==> config.mk <==
export PLATFORM = sky130hd
export DESIGN_NAME = spectrum_band_peak_log_meter_top_flat
export DESIGN_NICKNAME = d
export VERILOG_FILES = /design/src/hdl/sbplm_pkg.sv /design/src/hdl/sbplm_if.sv /design/src/hdl/sbplm_accum.sv /design/src/hdl/sbplm_log.sv /design/src/hdl/spectrum_band_peak_log_meter_top.sv /design/src/flat_wrapper.sv
export SDC_FILE = /design/constraint.sdc
export NUM_CORES = 1
export LEC_CHECK = 0
export ABC_AREA = 1
export BUFFER_PORTS_ARGS = -buffer_cell sky130_fd_sc_hd__buf_2
export CAP_MARGIN = 30
export CORE_ASPECT_RATIO = 1.5
export CORE_UTILIZATION = 55
export CTS_BUF_LIST = sky130_fd_sc_hd__clkbuf_8
export DETAILED_ROUTE_END_ITERATION = 12
export MAX_ROUTING_LAYER = met4
export PLACE_DENSITY = 0.76
export SYNTH_ARGS = -nofsm -noshare
export SYNTH_HDL_FRONTEND = slang
export SYNTH_SLANG_ARGS = --single-unit
==> constraint.sdc <==
create_clock -name clk -period 8.2 [get_ports clk]
set_clock_uncertainty 0.05 [all_clocks]
set_input_delay 1.23 -clock clk [delete_from_list [all_inputs] [get_ports clk]]
set_output_delay 1.23 -clock clk [all_outputs]
set_load 0.05 [all_outputs]
==> src/hdl/sbplm_pkg.sv <==
// ----------------------------------------------------------------------------
// sbplm_pkg: shared constants and types for the band peak log meter
// Band edge table, field widths and the records passed between stages.
// ----------------------------------------------------------------------------
package sbplm_pkg;

  localparam int NUM_BANDS = 16;
  localparam int NUM_BINS  = 256;

  localparam int MAG_W     = 32;
  localparam int BIN_W     = $clog2(NUM_BINS);
  localparam int BAND_W    = 4;
  localparam int SHIFT_W   = 4;
  localparam int FRAC_BITS = 5;
  localparam int POS_W     = $clog2(MAG_W);
  localparam int LEVEL_W   = POS_W + FRAC_BITS;

  localparam logic [SHIFT_W-1:0] SHIFT_RESET = 4'd7;

  // Band b covers bins BAND_EDGE[b] up to, not including, BAND_EDGE[b+1]
  localparam logic [BIN_W:0] BAND_EDGE [0:NUM_BANDS] = '{
    9'd0,   9'd1,   9'd2,   9'd3,   9'd5,   9'd7,   9'd10,  9'd14,  9'd20,
    9'd28,  9'd40,  9'd54,  9'd74,  9'd101, 9'd137, 9'd187, 9'd255
  };

  // Shifted band peak, ready for the log stages
  typedef struct packed {
    logic [BAND_W-1:0] band;
    logic              last_band;
    logic [MAG_W-1:0]  value;
  } peak_t;

  // Peak with its leading-one position found
  typedef struct packed {
    logic [BAND_W-1:0] band;
    logic              last_band;
    logic [MAG_W-1:0]  value;
    logic [POS_W-1:0]  pos;
    logic              zero;
  } lead_t;

endpackage

==> src/hdl/sbplm_if.sv <==
// ----------------------------------------------------------------------------
// sbplm_if: stream channels of the band peak log meter
// Bin input channel and band level output channel, valid/ready handshake.
// ----------------------------------------------------------------------------
interface sbplm_in_if import sbplm_pkg::*; ();
  logic             valid;
  logic             ready;
  logic [MAG_W-1:0] magnitude;
  logic             frame_start;

  modport source (output valid, output magnitude, output frame_start, input ready);
  modport sink   (input valid, input magnitude, input frame_start, output ready);
endinterface

interface sbplm_out_if import sbplm_pkg::*; ();
  logic               valid;
  logic               ready;
  logic [BAND_W-1:0]  band;
  logic [LEVEL_W-1:0] level;
  logic               last_band;

  modport source (output valid, output band, output level, output last_band, input ready);
  modport sink   (input valid, input band, input level, input last_band, output ready);
endinterface

==> src/hdl/sbplm_accum.sv <==
// ----------------------------------------------------------------------------
// sbplm_accum: bin tracking and band peak accumulation
// Follows bin and band position, keeps the running peak and hands the
// shifted peak of each finished band to the log stages.
// ----------------------------------------------------------------------------
module sbplm_accum import sbplm_pkg::*; (
  input  logic               clk,
  input  logic               rst,
  input  logic               cfg_write_en,
  input  logic [SHIFT_W-1:0] cfg_write_data,
  sbplm_in_if.sink           spectrum,
  output logic               peak_valid,
  output peak_t              peak,
  input  logic               peak_ready
);

  logic [SHIFT_W-1:0] magnitude_shift;
  logic [BIN_W-1:0]   bin_pos;
  logic [BAND_W-1:0]  band_pos;
  logic [MAG_W-1:0]   run_peak;

  logic [BIN_W-1:0]   bin_pos_next;
  logic [BAND_W-1:0]  band_pos_next;
  logic [MAG_W-1:0]   run_peak_next;

  logic [BIN_W-1:0]   cur_bin;
  logic [BAND_W-1:0]  cur_band;
  logic [MAG_W-1:0]   cur_peak;
  logic [MAG_W-1:0]   max_peak;
  logic [BIN_W:0]     edge_lo;
  logic [BIN_W:0]     edge_hi;
  logic [BIN_W:0]     bin_plus;
  logic               in_band;
  logic               band_end;
  logic               band_is_last;
  logic               advance;
  logic               accept;

  assign advance        = !peak_valid || peak_ready;
  assign spectrum.ready = advance;
  assign accept         = spectrum.valid && advance;

  // Restart the frame on a frame start request
  always_comb begin
    cur_bin  = spectrum.frame_start ? '0 : bin_pos;
    cur_band = spectrum.frame_start ? '0 : band_pos;
    cur_peak = spectrum.frame_start ? '0 : run_peak;
  end

  // Band membership and end of band
  always_comb begin
    edge_lo      = BAND_EDGE[{1'b0, cur_band}];
    edge_hi      = BAND_EDGE[{1'b0, cur_band} + (BAND_W+1)'(1)];
    bin_plus     = {1'b0, cur_bin} + (BIN_W+1)'(1);
    in_band      = ({1'b0, cur_bin} >= edge_lo) && ({1'b0, cur_bin} < edge_hi);
    band_end     = in_band && (bin_plus == edge_hi);
    band_is_last = (cur_band == BAND_W'(NUM_BANDS - 1));
    max_peak     = (spectrum.magnitude > cur_peak) ? spectrum.magnitude : cur_peak;
  end

  // Next position and peak
  always_comb begin
    band_pos_next = cur_band;
    run_peak_next = cur_peak;
    if (band_end) begin
      run_peak_next = '0;
      band_pos_next = band_is_last ? '0 : cur_band + BAND_W'(1);
    end else if (in_band) begin
      run_peak_next = max_peak;
    end
    if (cur_bin == BIN_W'(NUM_BINS - 1)) begin
      bin_pos_next  = '0;
      band_pos_next = '0;
      run_peak_next = '0;
    end else begin
      bin_pos_next = cur_bin + BIN_W'(1);
    end
  end

  // Hold the shift setting
  always_ff @(posedge clk) begin
    if (rst) begin
      magnitude_shift <= SHIFT_RESET;
    end else if (cfg_write_en) begin
      magnitude_shift <= cfg_write_data;
    end
  end

  // Advance state on each accepted bin
  always_ff @(posedge clk) begin
    if (rst) begin
      bin_pos  <= '0;
      band_pos <= '0;
      run_peak <= '0;
    end else if (accept) begin
      bin_pos  <= bin_pos_next;
      band_pos <= band_pos_next;
      run_peak <= run_peak_next;
    end
  end

  // Load the finished band peak
  always_ff @(posedge clk) begin
    if (rst) begin
      peak_valid <= 1'b0;
    end else if (advance) begin
      peak_valid <= accept && band_end;
    end
  end

  always_ff @(posedge clk) begin
    if (accept && band_end) begin
      peak.band      <= cur_band;
      peak.last_band <= band_is_last;
      peak.value     <= max_peak >> magnitude_shift;
    end
  end

endmodule

==> src/hdl/sbplm_log.sv <==
// ----------------------------------------------------------------------------
// sbplm_log: two-stage fixed-point log2 of the band peak
// Finds the leading one, then normalizes and takes the next five bits as
// the fraction.
// ----------------------------------------------------------------------------
module sbplm_log import sbplm_pkg::*; (
  input  logic       clk,
  input  logic       rst,
  input  logic       peak_valid,
  input  peak_t      peak,
  output logic       peak_ready,
  sbplm_out_if.source meter
);

  logic               lead_valid;
  lead_t              lead;
  logic [POS_W-1:0]   pos_find;
  logic               lead_adv;
  logic               out_adv;
  logic [MAG_W-1:0]   norm;
  logic [LEVEL_W-1:0] level_calc;

  assign out_adv    = !meter.valid || meter.ready;
  assign lead_adv   = !lead_valid || out_adv;
  assign peak_ready = lead_adv;

  // Find the leading-one position
  always_comb begin
    pos_find = '0;
    for (int i = 0; i < MAG_W; i++) begin
      if (peak.value[i]) begin
        pos_find = POS_W'(i);
      end
    end
  end

  always_ff @(posedge clk) begin
    if (rst) begin
      lead_valid <= 1'b0;
    end else if (lead_adv) begin
      lead_valid <= peak_valid;
    end
  end

  always_ff @(posedge clk) begin
    if (lead_adv && peak_valid) begin
      lead.band      <= peak.band;
      lead.last_band <= peak.last_band;
      lead.value     <= peak.value;
      lead.pos       <= pos_find;
      lead.zero      <= (peak.value == '0);
    end
  end

  // Normalize so the leading one sits at the top, take the fraction below it
  always_comb begin
    norm       = lead.value << (POS_W'(MAG_W - 1) - lead.pos);
    level_calc = lead.zero ? '0 : {lead.pos, norm[MAG_W-2 -: FRAC_BITS]};
  end

  always_ff @(posedge clk) begin
    if (rst) begin
      meter.valid <= 1'b0;
    end else if (out_adv) begin
      meter.valid <= lead_valid;
    end
  end

  always_ff @(posedge clk) begin
    if (out_adv && lead_valid) begin
      meter.band      <= lead.band;
      meter.level     <= level_calc;
      meter.last_band <= lead.last_band;
    end
  end

endmodule

==> src/hdl/spectrum_band_peak_log_meter_top.sv <==
// ----------------------------------------------------------------------------
// spectrum_band_peak_log_meter_top: 16-band log peak meter
// Groups spectrum bins into log-spaced bands and reports each band's peak
// as a fixed-point log2 level.
// ----------------------------------------------------------------------------
//   channel   dir  payload                          handshake
//   spectrum  in   magnitude[31:0], frame_start      valid/ready
//   meter     out  band[3:0], level[9:0], last_band  valid/ready
//   cfg       in   cfg_write_data[3:0] (shift)       cfg_write_en
//
// One bin is accepted every cycle while spectrum.ready is high; a band's
// level passes the peak, leading-one and normalize registers in turn.
// Reset (rst, synchronous) clears positions and peak; the shift returns to 7.
// A stall on meter backs up through the three registers and then holds
// spectrum.ready low; bins that end no band still need a free first stage.
// ----------------------------------------------------------------------------
module spectrum_band_peak_log_meter_top import sbplm_pkg::*; (
  input  logic               clk,
  input  logic               rst,
  input  logic               cfg_write_en,
  input  logic [SHIFT_W-1:0] cfg_write_data,
  sbplm_in_if.sink           spectrum,
  sbplm_out_if.source        meter
);

  logic  peak_valid;
  logic  peak_ready;
  peak_t peak;

  // Track bins and accumulate band peaks
  sbplm_accum u_accum (
    .clk            (clk),
    .rst            (rst),
    .cfg_write_en   (cfg_write_en),
    .cfg_write_data (cfg_write_data),
    .spectrum       (spectrum),
    .peak_valid     (peak_valid),
    .peak           (peak),
    .peak_ready     (peak_ready)
  );

  // Convert band peaks to log levels
  sbplm_log u_log (
    .clk        (clk),
    .rst        (rst),
    .peak_valid (peak_valid),
    .peak       (peak),
    .peak_ready (peak_ready),
    .meter      (meter)
  );

endmodule
==> src/flat_wrapper.sv <==
// flat-port wrapper written by rule: the top's interface ports become plain ports
module spectrum_band_peak_log_meter_top_flat import sbplm_pkg::*;
  (clk, rst, cfg_write_en, cfg_write_data, spectrum_valid, spectrum_magnitude, spectrum_frame_start, spectrum_ready, meter_valid, meter_band, meter_level, meter_last_band, meter_ready);
  sbplm_in_if spectrum_i ();
  sbplm_out_if meter_i ();
  input  logic clk;
  input  logic rst;
  input  logic cfg_write_en;
  input  logic [SHIFT_W-1:0] cfg_write_data;
  input wire logic [$bits(spectrum_i.valid)-1:0] spectrum_valid;
  input wire logic [$bits(spectrum_i.magnitude)-1:0] spectrum_magnitude;
  input wire logic [$bits(spectrum_i.frame_start)-1:0] spectrum_frame_start;
  output wire logic [$bits(spectrum_i.ready)-1:0] spectrum_ready;
  output wire logic [$bits(meter_i.valid)-1:0] meter_valid;
  output wire logic [$bits(meter_i.band)-1:0] meter_band;
  output wire logic [$bits(meter_i.level)-1:0] meter_level;
  output wire logic [$bits(meter_i.last_band)-1:0] meter_last_band;
  input wire logic [$bits(meter_i.ready)-1:0] meter_ready;
  assign spectrum_i.valid = spectrum_valid;
  assign spectrum_i.magnitude = spectrum_magnitude;
  assign spectrum_i.frame_start = spectrum_frame_start;
  assign spectrum_ready = spectrum_i.ready;
  assign meter_valid = meter_i.valid;
  assign meter_band = meter_i.band;
  assign meter_level = meter_i.level;
  assign meter_last_band = meter_i.last_band;
  assign meter_i.ready = meter_ready;
  spectrum_band_peak_log_meter_top u_core (.clk(clk), .rst(rst), .cfg_write_en(cfg_write_en), .cfg_write_data(cfg_write_data), .spectrum(spectrum_i), .meter(meter_i));
endmodule
==> flow_summary.toml <==
[critical_path]
cp-end-kind = "register"
critPathMaxFanout = 40
cp_data_arrival_time_ps = 6660
r2r_setup_slack_ps = 3070
cp.required_ps = 8550
worstSetupPathType = "in -> reg"
critPathLaunchType = "primary input"

[synthesis]
avgSynthCellArea_um2 = 7.51
ys_types = 55
synth_edf_count = 94
ys_ff_latch = 145
synth_ff_type = "edfxtp_1"
ys.warnings.count = 0
seq_area_frac_synth = 0.382
syn-num-nets = 1437
async_flop_share = 0
synth_cells = 1339
synth_area_mm2 = 0.0101

[sta]
rsz0062_at_grt = "false"
setup_ws_ps = 1890
maxSlewHeadroom = 0.311
finalSetupViolations = 0
fmax_ghz = 0.159
tightest_slew_ps = 1030
period_minus_slack_ps = 6310
fin_crit_sh = 0.769
fin_tns_setup_ps = 0
hold_viol_final = 0
slew_viol_final = 0

[power]
p_sw_frac = 0.379
switchingPower_w = 0.000803
power_density_mw_per_mm2 = 196
p_int_w = 0.00132
clockPowerShare = 0.252
ir_worst_vdd_uv = 95.9
cellLeakagePower_nw = 4.50
seq_power_share = 0.441
combPwrFrac = 0.307

[global_route]
grt_max_degree = 51
grt_pass1_wl_mm = 40.6
grt_antenna_before_repair = 0
globalRouteOverflowTotal = 0
grt_pass1_vias = 8720
grt.total_usage = 0.277

[layout]
antenna_cells = 0
finalNonFillerCells = 1587
fillers = 1644
final_layout_size_suffix_gt1_frac = 0.126
syn_to_final_growth_pct = 7.70
num-nets-final = 1455

[placed_design]
dpl_worst_slack_ps = 1460
gp_congestion = 0.934
dp_hpwl_mm = 18.4
dp_cells = 1554
port_buffers = 58

[floorplanning]
initial_core_util = 0.561
die_x_um = 112
io_pins = 59
die_area_mm2 = 0.0188
die_h_um = 168
row_count = 60
core_mm2 = 0.0179

[cts]
cts_tree = "done"
htree_levels = 4
cts_repair_resize_count = 0
cts.clk_slew.worst_paths_ps = 90
clockRootBuffer = "clkbuf_8"
insertion_delay_ps = 460
cts_max_path_buffers = 2
clkSinkCount = 145
numCtsBuffers = 17
cts_hold_buffers = 0
postCtsSetupBuffers = 0

[worst_hold_path]
hp-class = "reg -> reg"

[route]
viasPerCell = 5.87
wirelength_mm = 24.7
wire_per_inst_um = 15.6
drc = 0
dr.pass1.iters = 7
antenna_left = 0
vias = 9314
drtIter0Drc = 795

[run]
maxCapViolations = 0

[outcome]
status = "finished, final reports clean"
power by group through the flow:
stage | combinational [W] | sequential, W | clock (W)
3_3_place_gp | 0.000620 | 0.000952 | 0
3_5_place_dp | 0.000642 | 0.000951 | 0
6_report | 0.000650 | 0.000936 | 0.000534
4_1_cts | 0.000645 | 0.000935 | 0.000545
2_1_floorplan | 0.000503 | 0.000942 | 0
5_1_grt | 0.000730 | 0.000946 | 0.000573
area by class of cell:
class                      instances  area [um2]  area share
clock inverter                    15         146      0.0135
tap                              217         272      0.0251
multi-input combinational       1021        5520       0.510
sequential                       145        3840       0.355
clock buffer                      17         234      0.0216
inverter                         103         392      0.0362
timing repair buffer              69         425      0.0393
cells by family after synthesis:
family	after synthesis	synth area share
adder cells (fa/ha/maj)	56	0.0697
AND/OR/NAND/NOR	662	0.289
XOR/XNOR	10	0.00945
buffers and inverters	173	0.0700
multiplexers	8	0.00796
flip-flops	145	0.382
AO/OA/AOI/OAI	285	0.172
registers in the layout (all words and copies together) (netlist names), 4 cells and up:
name / count
u_core.u_log.meter.band: 4
u_core.u_accum.magnitude_shift: 4
u_core.u_accum.run_peak: 32
u_core.u_accum.band_pos: 4
u_core.u_log.meter.level: 10
u_core.u_accum.peak: 37
u_core.u_log.lead: 42
u_core.u_accum.bin_pos: 8
stage by stage:
step,total power (W),util,cell area (um2),hold slack [ps]
after global placement,0.00157,0.578,10400,356
after floorplan,0.00144,-,10100,350
after global routing,0.00225,0.604,10800,376
final,0.00212,0.604,10800,371
after CTS,0.00212,0.603,10800,374
after detailed placement,0.00159,0.581,10400,355
synth_stat cells (all sizes together) (2+ instances only):
cell type    n  area [um2]
clkinv       2        7.51
and2         4        25.0
nand4        7        43.8
a21oi      117         702
nor2        67         305
ha          56         701
xor2         7        68.8
nand2      382        1460
mux2i        8        80.1
inv        101         384
a31oi        4        25.0
a221oi       4        41.3
o22ai        4        25.0
xnor2        3        26.3
o21a         2        15.0
o21ai      103         523
buf         31         166
a21o         3        22.5
clkbuf      39         146
o211ai      31         233
edfxtp      94        2820
dfxtp       51        1020
a211oi       6        50.1
nand3      181         906
nor4         5        46.3
or2          4        25.0
nor3        10        77.6
o221ai       6        52.6
path summary, 6_finish.rpt:
check,start,end,cells past startpoint
min reg2reg,u_core.u_accum.peak[36]$_DFFE_PP_,u_core.u_log.lead[42]$_DFFE_PP_,0
max reg2reg,u_core.u_accum.band_pos[0]$_SDFFE_PP0P_,u_core.u_accum.run_peak[0]$_SDFFE_PP0P_,20
max,spectrum_frame_start,u_core.u_accum.run_peak[0]$_SDFFE_PP0P_,22
min,u_core.u_accum.peak[36]$_DFFE_PP_,u_core.u_log.lead[42]$_DFFE_PP_,0
layer usage:
layer	global-route usage	wire, um
met5	-	0
met4	0.0974	538
met3	0.0362	1310
met2	0.506	13200
met1	0.308	9690
critical path, cell delays in order:
cell,delay [ps]
buf_2,200
inv_2,590
nand2_4,240
inv_1,210
ha_1,180
inv_1,110
ha_1,400
inv_1,210
nor2_1,80
a211oi_2,260
nor3_4,70
ha_1,270
nand2_1,60
o21ai_0,200
a221oi_1,110
o21a_1,130
nand2_2,90
buf_4,490
clkinv_1,910
a21oi_2,380
o21ai_2,80
a21oi_2,130
placed cells by master, fill, tap and decap left out, types with 4 or more instances in the layout:
cell type,netlist,routed
a21oi_1,86,86
o221ai_1,6,6
o22ai_1,4,4
o211ai_1,31,31
o21ai_1,7,7
xor2_1,6,6
buf_4,1,8
nand2_1,377,376
o21ai_0,94,94
nand3_1,181,181
a31oi_1,4,4
ha_1,56,56
or2_2,4,4
clkbuf_8,0,17
inv_2,9,9
nand4_1,7,7
a211oi_1,5,5
nor2_4,4,5
buf_2,6,58
nor2_1,59,58
edfxtp_1,94,94
inv_6,0,5
a21oi_2,31,31
clkinvlp_4,0,4
nor3_1,7,7
dfxtp_1,51,51
inv_1,90,90
mux2i_1,8,8
and2_1,4,4
nor4_1,4,4
Power figures use the tool's default switching activity.
